[config.mk]
export PLATFORM = sky130hd
export DESIGN_NAME = drying_cycle_sequencer_unit
export DESIGN_NICKNAME = d
export VERILOG_FILES = /design/src/rtl/dcs_pkg.sv /design/src/rtl/drying_cycle_sequencer_unit.sv /design/src/rtl/dcs_cfg_regs.sv /design/src/rtl/dcs_event_logic.sv
export SDC_FILE = /design/constraint.sdc
export NUM_CORES = 1
export LEC_CHECK = 0
export BUFFER_PORTS_ARGS = -buffer_cell sky130_fd_sc_hd__buf_2
export CORE_MARGIN = 10
export CORE_UTILIZATION = 60
export DETAILED_ROUTE_END_ITERATION = 8
export HOLD_SLACK_MARGIN = 0.1
export PLACE_DENSITY = 0.82
export SLEW_MARGIN = 20
export SYNTH_ARGS = -nofsm -noshare
export SYNTH_HDL_FRONTEND = slang
export SYNTH_SLANG_ARGS = --single-unit
[constraint.sdc]
create_clock -name clk -period 5.8 [get_ports clk]
set_clock_uncertainty 0.05 [all_clocks]
set_input_delay 0.29 -clock clk [delete_from_list [all_inputs] [get_ports clk]]
set_output_delay 0.29 -clock clk [all_outputs]
set_load 0.02 [all_outputs]
[src/rtl/dcs_pkg.sv]
package dcs_pkg;

	// Valve count of the device; bits at or above it always read closed
	localparam int NUM_VALVES = 16;
	localparam int VALVE_W    = 16;
	localparam logic [VALVE_W-1:0] VALVE_LIMIT = (NUM_VALVES >= VALVE_W) ?
		{VALVE_W{1'b1}} : VALVE_W'((64'd1 << NUM_VALVES) - 64'd1);

	// Register bank
	localparam int ADDR_W = 5;
	localparam int DATA_W = 32;
	localparam logic [2:0] REG_DRY_LIMIT     = 3'd0;
	localparam logic [2:0] REG_MAX_ROUNDS    = 3'd1;
	localparam logic [2:0] REG_CLAMP_TIMEOUT = 3'd2;
	localparam logic [2:0] REG_PUMP_TIME     = 3'd3;
	localparam logic [2:0] REG_CLAMP_MASK    = 3'd4;
	localparam logic [2:0] REG_RELEASE_MASK  = 3'd5;
	localparam logic [2:0] REG_UP_INDEX      = 3'd6;
	localparam logic [2:0] REG_DOWN_INDEX    = 3'd7;

	// Timer and leak-cycle command codes
	localparam logic [1:0] TMR_NONE     = 2'd0;
	localparam logic [1:0] TMR_STOP     = 2'd1;
	localparam logic [1:0] TMR_START    = 2'd2;
	localparam logic [1:0] LEAK_NONE    = 2'd0;
	localparam logic [1:0] LEAK_STOP    = 2'd1;
	localparam logic [1:0] LEAK_START   = 2'd2;
	localparam logic [1:0] LEAK_RESTART = 2'd3;

	// Error bits
	localparam logic [4:0] ERR_DRY_NEEDED = 5'b00001;
	localparam logic [4:0] ERR_DRY_FAIL   = 5'b00010;
	localparam logic [4:0] ERR_DOWN       = 5'b00100;
	localparam logic [4:0] ERR_UP         = 5'b01000;
	localparam logic [4:0] ERR_GUARD      = 5'b10000;

	typedef enum logic [1:0] {
		PH_IDLE = 2'd0,
		PH_DOWN = 2'd1,
		PH_UP   = 2'd2,
		PH_PUMP = 2'd3
	} phase_t;

	typedef enum logic [2:0] {
		EV_INIT        = 3'd0,
		EV_START       = 3'd1,
		EV_STOP        = 3'd2,
		EV_DELAY_OVER  = 3'd3,
		EV_UP_SENSOR   = 3'd4,
		EV_DOWN_SENSOR = 3'd5,
		EV_GUARD       = 3'd6,
		EV_TIMEOUT     = 3'd7
	} event_t;

	typedef struct packed {
		logic [15:0]        dry_limit;
		logic [7:0]         max_pump_rounds;
		logic [7:0]         clamp_timeout_s;
		logic [7:0]         pump_time_s;
		logic [VALVE_W-1:0] clamp_valve_mask;
		logic [VALVE_W-1:0] release_valve_mask;
		logic [3:0]         up_valve_index;
		logic [3:0]         down_valve_index;
	} cfg_t;

	typedef struct packed {
		phase_t             phase;
		logic [7:0]         rounds;
		logic [VALVE_W-1:0] valves;
		logic               saved_up;
		logic               saved_down;
	} seq_state_t;

	typedef struct packed {
		phase_t             phase;
		logic [VALVE_W-1:0] valve_mask;
		logic [4:0]         error_set;
		logic [4:0]         error_clear;
		logic               run_status_set;
		logic [1:0]         cyl_timer_cmd;
		logic [1:0]         pump_timer_cmd;
		logic [1:0]         leak_cycle_cmd;
		logic               report_phase;
	} result_t;

endpackage

[src/rtl/drying_cycle_sequencer_unit.sv]
// Drying cycle sequencer.
// Input channel (in_valid/in_stall) carries one event per transaction: mode,
// sensor_level and pressure. Output channel (out_valid/out_stall) carries one
// result transaction per event: new phase, valve mask, error set/clear masks,
// run status, cylinder/pump timer commands, leak-cycle command and report flag.
// Transactions complete on a rising edge with valid high and stall low.
// Path: an accepted event goes from the input register through the event
// decode and state update into the output register. Throughput: one event per
// cycle while the receiver does not stall.
// The sequencer state (phase, pump rounds, valves, saved cylinder bits) is
// updated when an event moves from the input register into the output
// register, so each event sees the state left by the one before it.
// When the receiver stalls, the result holds; one more event waits in the
// input register and in_stall rises only when both stages are full.
// Reset (arst_n low) empties both stages and returns to idle with zero pump
// rounds, all valves closed and register defaults loaded.
// The user must do configuration through the APB port while no event is in
// flight; the block does not enforce it. Registers sit at byte address 4*index, pready is always high.
module drying_cycle_sequencer_unit
	import dcs_pkg::*;
(
	input  logic              clk,
	input  logic              arst_n,
	// configuration
	input  logic              psel,
	input  logic              penable,
	input  logic              pwrite,
	input  logic [ADDR_W-1:0] paddr,
	input  logic [DATA_W-1:0] pwdata,
	output logic [DATA_W-1:0] prdata,
	output logic              pready,
	// events
	input  logic              in_valid,
	output logic              in_stall,
	input  logic [2:0]        mode,
	input  logic              sensor_level,
	input  logic [15:0]       pressure,
	// results
	output logic              out_valid,
	input  logic              out_stall,
	output logic [1:0]        phase,
	output logic [VALVE_W-1:0] valve_mask,
	output logic [4:0]        error_set,
	output logic [4:0]        error_clear,
	output logic              run_status_set,
	output logic [1:0]        cyl_timer_cmd,
	output logic [1:0]        pump_timer_cmd,
	output logic [1:0]        leak_cycle_cmd,
	output logic              report_phase
);

	cfg_t        cfg;
	seq_state_t  st_q;
	seq_state_t  st_nxt;
	result_t     res_d;
	result_t     res_q;
	logic        valid_s1;
	event_t      mode_s1;
	logic        level_s1;
	logic [15:0] pressure_s1;
	logic        out_valid_q;
	logic        out_free;
	logic        advance;
	logic        in_take;

	dcs_cfg_regs u_cfg (
		.clk     (clk),
		.arst_n  (arst_n),
		.psel    (psel),
		.penable (penable),
		.pwrite  (pwrite),
		.paddr   (paddr),
		.pwdata  (pwdata),
		.prdata  (prdata),
		.pready  (pready),
		.cfg     (cfg)
	);

	// Handshake
	assign out_free = !out_valid_q || !out_stall;
	assign advance  = valid_s1 && out_free;
	assign in_stall = valid_s1 && !out_free;
	assign in_take  = in_valid && !in_stall;

	// Input register
	always_ff @(posedge clk or negedge arst_n) begin
		if (!arst_n) begin
			valid_s1 <= 1'b0;
		end else if (in_take) begin
			valid_s1 <= 1'b1;
		end else if (advance) begin
			valid_s1 <= 1'b0;
		end
	end

	always_ff @(posedge clk) begin
		if (in_take) begin
			mode_s1     <= event_t'(mode);
			level_s1    <= sensor_level;
			pressure_s1 <= pressure;
		end
	end

	dcs_event_logic u_logic (
		.mode         (mode_s1),
		.sensor_level (level_s1),
		.pressure     (pressure_s1),
		.cfg          (cfg),
		.st           (st_q),
		.nxt          (st_nxt),
		.res          (res_d)
	);

	// Sequencer state, updated as the event retires
	always_ff @(posedge clk or negedge arst_n) begin
		if (!arst_n) begin
			st_q.phase      <= PH_IDLE;
			st_q.rounds     <= 8'd0;
			st_q.valves     <= '0;
			st_q.saved_up   <= 1'b0;
			st_q.saved_down <= 1'b0;
		end else if (advance) begin
			st_q <= st_nxt;
		end
	end

	// Output register
	always_ff @(posedge clk or negedge arst_n) begin
		if (!arst_n) begin
			out_valid_q <= 1'b0;
		end else if (out_free) begin
			out_valid_q <= valid_s1;
		end
	end

	always_ff @(posedge clk) begin
		if (advance) begin
			res_q <= res_d;
		end
	end

	assign out_valid      = out_valid_q;
	assign phase          = res_q.phase;
	assign valve_mask     = res_q.valve_mask;
	assign error_set      = res_q.error_set;
	assign error_clear    = res_q.error_clear;
	assign run_status_set = res_q.run_status_set;
	assign cyl_timer_cmd  = res_q.cyl_timer_cmd;
	assign pump_timer_cmd = res_q.pump_timer_cmd;
	assign leak_cycle_cmd = res_q.leak_cycle_cmd;
	assign report_phase   = res_q.report_phase;

`ifndef SYNTHESIS
	// state only moves when an event retires
	a_state_hold: assert property (@(posedge clk) disable iff (!arst_n)
		!advance |=> $stable(st_q))
		else $error("sequencer state changed without a retiring event");

	// idle always carries a cleared round count
	a_idle_rounds: assert property (@(posedge clk) disable iff (!arst_n)
		(st_q.phase == PH_IDLE) |-> (st_q.rounds == 8'd0))
		else $error("pump rounds nonzero in idle");

	// no valve beyond the device is ever open
	a_valve_range: assert property (@(posedge clk) disable iff (!arst_n)
		(st_q.valves & ~VALVE_LIMIT) == '0)
		else $error("valve bit set outside the device");

	// a phase report never announces idle
	a_report_phase: assert property (@(posedge clk) disable iff (!arst_n)
		(out_valid_q && res_q.report_phase) |-> (res_q.phase != PH_IDLE))
		else $error("phase report with idle phase");
`endif

endmodule

[src/rtl/dcs_cfg_regs.sv]
module dcs_cfg_regs
	import dcs_pkg::*;
(
	input  logic              clk,
	input  logic              arst_n,
	input  logic              psel,
	input  logic              penable,
	input  logic              pwrite,
	input  logic [ADDR_W-1:0] paddr,
	input  logic [DATA_W-1:0] pwdata,
	output logic [DATA_W-1:0] prdata,
	output logic              pready,
	output cfg_t              cfg
);

	logic       wr_en;
	logic [2:0] reg_sel;
	cfg_t       cfg_q;

	assign pready  = 1'b1;
	assign wr_en   = psel & penable & pwrite;
	assign reg_sel = paddr[4:2];
	assign cfg     = cfg_q;

	// Register writes
	always_ff @(posedge clk or negedge arst_n) begin
		if (!arst_n) begin
			cfg_q.dry_limit          <= 16'd0;
			cfg_q.max_pump_rounds    <= 8'd20;
			cfg_q.clamp_timeout_s    <= 8'd25;
			cfg_q.pump_time_s        <= 8'd30;
			cfg_q.clamp_valve_mask   <= '0;
			cfg_q.release_valve_mask <= '0;
			cfg_q.up_valve_index     <= 4'd0;
			cfg_q.down_valve_index   <= 4'd1;
		end else if (wr_en) begin
			unique case (reg_sel)
				REG_DRY_LIMIT:     cfg_q.dry_limit          <= pwdata[15:0];
				REG_MAX_ROUNDS:    cfg_q.max_pump_rounds    <= pwdata[7:0];
				REG_CLAMP_TIMEOUT: cfg_q.clamp_timeout_s    <= pwdata[7:0];
				REG_PUMP_TIME:     cfg_q.pump_time_s        <= pwdata[7:0];
				REG_CLAMP_MASK:    cfg_q.clamp_valve_mask   <= pwdata[VALVE_W-1:0];
				REG_RELEASE_MASK:  cfg_q.release_valve_mask <= pwdata[VALVE_W-1:0];
				REG_UP_INDEX:      cfg_q.up_valve_index     <= pwdata[3:0];
				REG_DOWN_INDEX:    cfg_q.down_valve_index   <= pwdata[3:0];
				default: ;
			endcase
		end
	end

	// Read mux
	always_comb begin
		prdata = '0;
		unique case (reg_sel)
			REG_DRY_LIMIT:     prdata[15:0]        = cfg_q.dry_limit;
			REG_MAX_ROUNDS:    prdata[7:0]         = cfg_q.max_pump_rounds;
			REG_CLAMP_TIMEOUT: prdata[7:0]         = cfg_q.clamp_timeout_s;
			REG_PUMP_TIME:     prdata[7:0]         = cfg_q.pump_time_s;
			REG_CLAMP_MASK:    prdata[VALVE_W-1:0] = cfg_q.clamp_valve_mask;
			REG_RELEASE_MASK:  prdata[VALVE_W-1:0] = cfg_q.release_valve_mask;
			REG_UP_INDEX:      prdata[3:0]         = cfg_q.up_valve_index;
			REG_DOWN_INDEX:    prdata[3:0]         = cfg_q.down_valve_index;
			default: ;
		endcase
	end

endmodule

[src/rtl/dcs_event_logic.sv]
module dcs_event_logic
	import dcs_pkg::*;
(
	input  event_t      mode,
	input  logic        sensor_level,
	input  logic [15:0] pressure,
	input  cfg_t        cfg,
	input  seq_state_t  st,
	output seq_state_t  nxt,
	output result_t     res
);

	logic               dry_done;
	logic               dry_fail;
	logic               up_ok;
	logic               down_ok;
	logic               up_bit;
	logic               down_bit;
	logic [7:0]         rounds_inc;
	logic [VALVE_W-1:0] clamp_lim;
	logic [VALVE_W-1:0] release_lim;
	logic [VALVE_W-1:0] guard_closed;
	logic [VALVE_W-1:0] guard_restored;

	// Pump round decisions
	assign dry_done   = pressure < cfg.dry_limit;
	assign dry_fail   = !dry_done && (st.rounds > cfg.max_pump_rounds);
	assign rounds_inc = (st.rounds == 8'hFF) ? st.rounds : st.rounds + 8'd1;

	assign clamp_lim   = cfg.clamp_valve_mask & VALVE_LIMIT;
	assign release_lim = cfg.release_valve_mask & VALVE_LIMIT;

	// Cylinder valve bits for the guard
	assign up_ok    = int'(cfg.up_valve_index) < NUM_VALVES;
	assign down_ok  = int'(cfg.down_valve_index) < NUM_VALVES;
	assign up_bit   = up_ok & st.valves[cfg.up_valve_index];
	assign down_bit = down_ok & st.valves[cfg.down_valve_index];

	always_comb begin
		guard_closed   = st.valves;
		guard_restored = st.valves;
		if (up_ok) begin
			guard_closed[cfg.up_valve_index]   = 1'b0;
			guard_restored[cfg.up_valve_index] = st.saved_up;
		end
		// down bit written last when both indices match
		if (down_ok) begin
			guard_closed[cfg.down_valve_index]   = 1'b0;
			guard_restored[cfg.down_valve_index] = st.saved_down;
		end
	end

	// Next state
	always_comb begin
		nxt = st;
		unique case (mode)
			EV_INIT: begin
				nxt.phase  = PH_IDLE;
				nxt.rounds = 8'd0;
			end
			EV_START: begin
				if (st.phase == PH_IDLE) begin
					nxt.phase  = PH_DOWN;
					nxt.valves = clamp_lim;
				end
			end
			EV_STOP: begin
				unique case (st.phase)
					PH_DOWN, PH_PUMP: begin
						nxt.phase  = PH_UP;
						nxt.valves = release_lim;
					end
					PH_UP: begin
						nxt.phase  = PH_IDLE;
						nxt.rounds = 8'd0;
					end
					default: ;
				endcase
			end
			EV_DELAY_OVER: begin
				if (st.phase == PH_PUMP) begin
					if (dry_done || dry_fail) begin
						nxt.phase  = PH_UP;
						nxt.valves = release_lim;
					end else begin
						nxt.rounds = rounds_inc;
						nxt.valves = clamp_lim;
					end
				end
			end
			EV_UP_SENSOR: begin
				if (st.phase == PH_UP && sensor_level) begin
					nxt.phase  = PH_IDLE;
					nxt.rounds = 8'd0;
				end
			end
			EV_DOWN_SENSOR: begin
				if (st.phase == PH_DOWN && sensor_level) begin
					nxt.phase  = PH_PUMP;
					nxt.rounds = rounds_inc;
					nxt.valves = clamp_lim;
				end
			end
			EV_GUARD: begin
				if (sensor_level) begin
					nxt.saved_up   = up_bit;
					nxt.saved_down = down_bit;
					nxt.valves     = guard_closed;
				end else begin
					nxt.valves = guard_restored;
				end
			end
			EV_TIMEOUT: begin
				if (st.phase == PH_DOWN) begin
					nxt.phase  = PH_UP;
					nxt.valves = release_lim;
				end else if (st.phase == PH_UP) begin
					nxt.phase  = PH_IDLE;
					nxt.rounds = 8'd0;
				end
			end
			default: ;
		endcase
	end

	// Commands and report flags
	always_comb begin
		res                = '0;
		res.phase          = nxt.phase;
		res.valve_mask     = nxt.valves;
		res.cyl_timer_cmd  = TMR_NONE;
		res.pump_timer_cmd = TMR_NONE;
		res.leak_cycle_cmd = LEAK_NONE;
		unique case (mode)
			EV_INIT: res.error_clear = ERR_DRY_NEEDED;
			EV_START: begin
				if (st.phase == PH_IDLE) begin
					res.run_status_set = 1'b1;
					res.cyl_timer_cmd  = TMR_START;
					res.report_phase   = 1'b1;
				end
			end
			EV_STOP: begin
				unique case (st.phase)
					PH_DOWN: begin
						res.cyl_timer_cmd = TMR_START;
						res.report_phase  = 1'b1;
					end
					PH_PUMP: begin
						res.pump_timer_cmd = TMR_STOP;
						res.leak_cycle_cmd = LEAK_STOP;
						res.cyl_timer_cmd  = TMR_START;
						res.report_phase   = 1'b1;
					end
					PH_UP: res.cyl_timer_cmd = TMR_STOP;
					default: ;
				endcase
			end
			EV_DELAY_OVER: begin
				if (st.phase == PH_PUMP) begin
					res.report_phase = 1'b1;
					if (dry_done || dry_fail) begin
						res.pump_timer_cmd = TMR_STOP;
						res.leak_cycle_cmd = LEAK_STOP;
						res.cyl_timer_cmd  = TMR_START;
						res.error_set      = dry_fail ? ERR_DRY_FAIL : 5'd0;
					end else begin
						res.pump_timer_cmd = TMR_START;
						res.leak_cycle_cmd = LEAK_RESTART;
					end
				end
			end
			EV_UP_SENSOR: begin
				if (st.phase == PH_UP && sensor_level) begin
					res.cyl_timer_cmd = TMR_STOP;
				end
			end
			EV_DOWN_SENSOR: begin
				if (st.phase == PH_DOWN && sensor_level) begin
					res.cyl_timer_cmd  = TMR_STOP;
					res.pump_timer_cmd = TMR_START;
					res.leak_cycle_cmd = LEAK_START;
					res.report_phase   = 1'b1;
					res.error_clear    = ERR_DOWN;
				end
			end
			EV_GUARD: begin
				if (sensor_level) begin
					res.error_set = ERR_GUARD;
				end else begin
					res.error_clear = ERR_GUARD;
				end
			end
			EV_TIMEOUT: begin
				if (st.phase == PH_DOWN) begin
					res.error_set     = ERR_DOWN;
					res.cyl_timer_cmd = TMR_START;
					res.report_phase  = 1'b1;
				end else if (st.phase == PH_UP) begin
					res.error_set     = ERR_UP;
					res.cyl_timer_cmd = TMR_STOP;
				end
			end
			default: ;
		endcase
	end

endmodule

==> results of run 1 <==
==> area by class of cell <==
type                            count  area (µm²)  share of cell area
Clock inverter                      9         111             0.00994
Timing Repair Buffer              139         886              0.0790
Tap cell                          216         270              0.0241
Inverter                           41         154              0.0137
Multi-Input combinational cell    714        4960               0.443
Sequential cell                   162        4330               0.386
Clock buffer                       23         500              0.0447
==> tightest hold or removal path, cell delays in order <==
cell and delay, ns:
buf_2 0.15, nand2_1 0.06, o21ai_0 0.06
==> power by group <==
group / total (µW) / switching, µW / leakage [µW] / internal (µW)
clock: 1180 / 474 / 0.000300 / 701
combinational: 1130 / 640 / 0.00262 / 491
sequential: 1720 / 309 / 0.00184 / 1410
==> metal layers <==
metal  routed length (µm)  vias up  GRT usage
met5                    0        -          0
met4                  895        0     0.0877
met3                 3050       81     0.0775
met2                13800      536      0.426
met1                11900     4135      0.349
li1                     -     3798          -
==> sequential cells by signal (all words and copies together) (netlist names), 2 cells and up <==
name / cells
u_cfg.cfg: 80
error_set: 4
pump_timer_cmd: 2
cyl_timer_cmd: 2
pressure_s1: 16
valve_mask: 16
st_q: 28
phase: 2
mode_s1: 3
error_clear: 3
==> metrics by stage <==
stage / total power, µW / cells / hold WS (ns) / area [µm²]
2_1_floorplan: 2440 / 1004 / -0.0556 / 9860
3_3_place_gp: 2770 / 1240 / 0.328 / 10300
3_5_place_dp: 2800 / 1240 / 0.338 / 10300
4_1_cts: 3980 / 1304 / 0.114 / 11200
5_1_grt: 4200 / 1304 / 0.125 / 11200
6_report: 4030 / 1304 / 0.112 / 11200
==> placed cells by master, fill, tap and decap left out, drive strengths merged, types with 12 or more instances in the layout <==
cell	count
a221oi	16
conb	20
dfrtp	100
a21oi	59
nand3	21
buf	107
nor3	12
clkbuf	23
ha	24
dlygate4sd3	32
o21ai	55
mux2i	26
nor2b	14
mux2	76
o21a	13
a22oi	16
edfxtp	52
inv	45
nor2	105
nand2	80
o221ai	12
==> logic make-up (layout without fill, tap and decap cells) <==
family | Yosys count | count (layout) | synth area share
AOI/OAI and AO/OA | 268 | 268 | 0.190
adders and majority gates | 25 | 25 | 0.0317
buffers and inverters | 128 | 212 | 0.0593
DFF | 162 | 162 | 0.442
muxes | 112 | 112 | 0.137
other | 2 | 20 | 0.000767
and+or+nand+nor | 289 | 289 | 0.139
==> path summary, 6_finish.rpt <==
check,to,slack [ns],depth (start not counted)
max,valve_mask[3],2.16,7
min,u_cfg.cfg[61],0.11,3
max reg2reg,valve_mask[3],2.16,7
min reg2reg,out_valid,0.46,1
max in group asynchronous,u_cfg.cfg[45],4.10,3
min in group asynchronous,st_q[11],0.41,2
==> repair_timing <==
item                       CTS  global route
hold buffers                32             0
hold endpoints to repair    92             0
setup endpoints to repair    0             0
==> summary.md, run 1 <==
| Metric | Value |
|---|---|
| CTS tree | yes |
| Total global-route track usage | 0.269 |
| Resized cells post-CTS | 0 |
| Synth top area cells | dfrtp_1 26%, edfxtp_1 16%, mux2_2 8.7% |
| Core area | 15900 µm² |
| Die H | 148 µm |
| Final Wtd Congestion | 0.972 |
| Cells after Synth | 986 |
| Hold Path Origin | pwdata[5] |
| ANT nets after route | 0 |
| Avg Cell Area, Syn | 9.93 µm² |
| Layout area overhead | 14.5% |
| Vias per cell | 6.56 |
| Die area | 21800 µm² |
| Layout cell share with drive strength beyond 1 | 0.229 |
| First-pass GRT wire length | 46700 µm |
| # diodes | 0 |
| Largest net degree at the start of global routing | 57 |
| Status | complete, no violations |
| DP HPWL | 20300 µm |
| EDFF count, synth | 52 |
| Routed via count | 8550 |
| Sequential share of the synthesized area | 0.442 |
| Die width | 148 µm |
| CP Buf/Inv Count | 0 |
| CP arrival | 3.78 ns |
| Initial antenna violation count | 0 |
| I/O pins | 135 |
| RSZ-0062 raised after global routing | no |
| Num CTS Buffers | 17 |
| Starting density of the core | 0.614 |
| IO Port Bufs | 96 |
| Worst path slowest cell | edfxtp_1 |
| Synth cell count leaders | 105 x nor2_1, 100 x dfrtp_1, 80 x nand2_1 |
| Max Root-Sink Buffers | 2 |
| Setup crit start kind | flop |
| Root buf cell | clkbuf_16 |
| CTS Sinks | 162 |
| CP required | 5.94 ns |
| DRC violations left | 0 |
| Power per cell area | 359 nW/µm² |
| Drt total wl | 29700 µm |
| Delay-heaviest family, CP | compound AO/OA/AOI/OAI gates |
| Hold crit path type | in2reg |
| TritonRoute pass-1 iters | 6 |
| YS warnings | 0 |
| Slew @ Worst Pin | 1.07 ns |
| Synth unique cells | 76 |
| Count leader, synth | nor2_1 |
| Setup_tns | 0 ns |
| Setup slack after layout | 2.16 ns |
| GRT overflow | 0 |
| Number of global-route vias before repair | 8358 |
| H-tree Lvls | 4 |
| # rows | 46 |
| Worst Path Max Fanout | 29 |
| Final min period | 3.64 ns |
| Synth Flop Type | dfrtp_1 |
| Clk Latency, worst-skew pair | 0.44 ns |
| Max_slew headroom | 0.282 |
| CP cell instances | nor2b_1, mux2i_1, o221ai_1, o21ai_0, nor4bb_1, a32o_1, nor2_1 |
| Fmax | 0.275 GHz |
| Pre-CTS WS | 2.36 ns |
| Max Slew Vio Count | 0 |
| Wire length per cell | 22.7 µm |
| Post-CTS setup repair buffer count | 0 |
| Kind of critical path | reg2reg |
| Maximum vdd drop | 0.221 mV |
| Final Util | 0.703 |
| Clock transition at path regs | 0.07 ns |
| Crit path capture type | flop |
| Netlist Area Pre-Place | 9790 µm² |
| Nets | 1163 |
| Crit-path max cell delay | 1.03 ns |
| Final setup violation count | 0 |
| Count of state elements after synthesis | 162 |
| Fill cell count | 1185 |
| Starting DRT DRC Count | 1412 |
| Hold Vio Cnt, Final | 0 |
| Max-cap violation count | 0 |
| Post-synthesis async set-or-reset flop share | 0.679 |
| Synth area leader | dfrtp_1 |
| P_leak | 0.00476 µW |
| Crit path from | mode_s1[0] |
| Period utilization | 0.628 |
| Top-area cell type share of the netlist area | 0.256 |
| Worst flop-to-flop path startpoint | mode_s1[0] |
Note: power is estimated with default switching activity, not from simulation.
==> run 2, diff against run 1 <==
--- a/config.mk
+++ b/config.mk
@@ -7,10 +7,10 @@
 export LEC_CHECK = 0
 export BUFFER_PORTS_ARGS = -buffer_cell sky130_fd_sc_hd__buf_2
 export CORE_MARGIN = 10
-export CORE_UTILIZATION = 60
+export CORE_UTILIZATION = 59
 export DETAILED_ROUTE_END_ITERATION = 8
 export HOLD_SLACK_MARGIN = 0.1
-export PLACE_DENSITY = 0.82
+export PLACE_DENSITY = 0.81
 export SLEW_MARGIN = 20
 export SYNTH_ARGS = -nofsm -noshare
 export SYNTH_HDL_FRONTEND = slang
==> constraint.sdc (replaced) <==
create_clock -name clk -period 3.6 [get_ports clk]
set_clock_uncertainty 0.05 [all_clocks]
set_input_delay 0.18 -clock clk [delete_from_list [all_inputs] [get_ports clk]]
set_output_delay 0.18 -clock clk [all_outputs]
set_load 0.02 [all_outputs]
==> summary.md, run 2 (synthesized netlist as in run 1, its figures left out) <==
| Metric | Value |
|---|---|
| Logic depth of the worst path, buffers included | 9 (+2) |
| Power per cell area | 570 nW/µm² (+59%) |
| Fill cell count | 1205 (+1.7%) |
| Worst Path Max Fanout | 16 (-45%) |
| R2r worst-path depth | 9 (+2) |
| Max_slew headroom | 0.326 (+0.0439) |
| GR peak layer | met2 |
| CP Buf/Inv Count | 1 (+1) |
| Multi-input gate area | 4950 µm² (-0.10%) |
| Worst flop-to-flop path startpoint | u_cfg.cfg[58] |
| Fmax | 0.312 GHz (+14%) |
| DRC violations left | 0 (unchanged) |
| Max-cap violation count | 0 (unchanged) |
| Setup crit start kind | flop |
| Maximum vdd drop | 0.374 mV (+69%) |
| Root buf cell | clkbuf_16 |
| CP cell instances | inv_1, ha_1, and3_4, a221o_1, a22o_1, a311o_4, o221a_2, a211oi_1, nor2_1 |
| GRT overflow | 0 (unchanged) |
| # rows | 47 (+2.2%) |
| Die width | 149 µm (+0.73%) |
| IO Port Bufs | 96 (unchanged) |
| Worst R2R End | valve_mask[8] |
| Crit path from | u_cfg.cfg[58] |
| FF/Latch Area | 4330 µm² (unchanged) |
| Period utilization | 0.889 (+0.261) |
| Max Slew Vio Count | 0 (unchanged) |
| H-tree Lvls | 4 (unchanged) |
| Final Wtd Congestion | 1.06 (+8.9%) |
| Die H | 149 µm (+0.73%) |
| CP required | 3.73 ns (-2.21 ns) |
| Hold Vio Cnt, Final | 0 (unchanged) |
| Resized cells post-CTS | 0 (unchanged) |
| I/O pins | 135 (unchanged) |
| Layout area overhead | 17.4% |
| Drt total wl | 30900 µm (+4.1%) |
| Hold crit path type | in2reg |
| Initial antenna violation count | 0 (unchanged) |
| Clock transition at path regs | 0.07 ns (about the same) |
| Starting DRT DRC Count | 1203 (-15%) |
| Max reg flops | 80 (unchanged) |
| # placed instances | 1273 (+2.7%) |
| Largest net degree at the start of global routing | 68 (+19%) |
| Max Root-Sink Buffers | 2 (unchanged) |
| Critical Path End | valve_mask[8] |
| CTS tree | yes |
| Routed via count | 8838 (+3.4%) |
| Num CTS Buffers | 17 (unchanged) |
| Wire length per cell | 22.9 µm (+0.90%) |
| Worst R2R Setup Slack | 0.40 ns (-1.76 ns) |
| Number of global-route vias before repair | 8533 (+2.1%) |
| Nets | 1200 (+3.2%) |
| Delay-heaviest family, CP | compound AO/OA/AOI/OAI gates |
| Commonest non-fill, non-tap cell in the layout | nor2_1 |
| ANT nets after route | 0 (unchanged) |
| TritonRoute pass-1 iters | 6 (unchanged) |
| Starting density of the core | 0.597 (-0.0174) |
| Layout cell share with drive strength beyond 1 | 0.249 (+0.0200) |
| Setup_tns | 0 ns (unchanged) |
| Core area | 16400 µm² (+2.9%) |
| Kind of critical path | reg2reg |
| RSZ-0062 raised after global routing | no |
| CP arrival | 3.33 ns (-0.45 ns) |
| # diodes | 0 (unchanged) |
| Met3 Use GR | 0.0631 (-0.0144) |
| Crit-path max cell delay | 0.53 ns (-0.50 ns) |
| Crit path capture type | flop |
| Clk Latency, worst-skew pair | 0.44 ns (about the same) |
| Commonest non-fill, non-tap cells in the layout | 105 x nor2_1, 100 x dfrtp_1, 95 x buf_2 |
| DP HPWL | 21200 µm (+4.6%) |
| Met1 usage | 0.355 (+0.00606) |
| First-pass GRT wire length | 48400 µm (+3.6%) |
| Worst path slowest cell | a311o_4 |
| Slew @ Worst Pin | 1.01 ns (-0.0629 ns) |
| Non-filler cells in the finished layout | 1345 (+3.1%) |
| Met2 global-route usage | 0.443 (+0.0172) |
| Die area | 22100 µm² (+1.5%) |
| Total power | 6550 µW (+63%) |
| P_leak | 0.00492 µW (+3.4%) |
| CTS Sinks | 162 (unchanged) |
| Status | complete, no violations |
| Vias per cell | 6.57 (+0.22%) |
| Final min period | 3.20 ns (-0.440 ns) |
| Final setup violation count | 0 (unchanged) |
| Total global-route track usage | 0.277 (+0.00811) |
[run 2: worst min-delay path by stage]
stage / from / to / slack (ns) / cells past startpoint
6_report: pwrite / u_cfg.cfg[51] / 0.31 / 5
5_1_grt: pwrite / u_cfg.cfg[51] / 0.34 / 5
4_1_cts: pwrite / u_cfg.cfg[51] / 0.29 / 5
3_5_place_dp: arst_n / st_q[26] / 0.31 / 1
3_3_place_gp: arst_n / st_q[26] / 0.30 / 1
2_1_floorplan: arst_n / out_valid / -0.17 / 0
[run 2: worst reg2reg max path, stage by stage (launching register included)]
cell and delay, ns:
dfstp_2 0.51, inv_1 0.06, ha_1 0.32, and3_4 0.16
a221o_1 0.34, a22o_1 0.24, a311o_4 0.53, o221a_2 0.32
a211oi_1 0.32, nor2_1 0.09
[run 2: per-stage QoR]
step                      hold slack (ns)  setup WS (ns)   util  instance area (µm²)
after global routing                0.343          0.273  0.701                11500
after detailed placement            0.308          0.421  0.640                10500
after CTS                           0.289          0.399  0.700                11500
after floorplan                    -0.166          0.772      -                 9860
after global placement              0.304          0.521  0.640                10500
final                               0.313          0.400  0.701                11500
[run 2: report_power, final]
part / switching (µW) / internal [µW] / total, µW
Combinational: 1080 / 839 / 1920
Clock: 828 / 1040 / 1870
Sequential: 480 / 2270 / 2750
Total: 2390 / 4160 / 6550
[run 2: what timing repair did]
item / 4_1_cts / 5_1_grt
endpoints found under the hold margin: 153 / 0
hold buffers: 40 / 0
buffers inserted: 0 / 0
[run 2: final cells by class]
class                   instances  area share
well taps                     220      0.0239
multi-input cells             714       0.431
clock inverters                15      0.0151
flip-flops and latches        162       0.376
inverters                      41      0.0134
repair buffers                176       0.103
clock buffers                  17      0.0370
[run 2: layer usage]
metal	vias up	wire (µm)
met5	-	0
met3	94	3150
li1	3875	-
met4	0	1170
met2	613	14600
met1	4256	11900
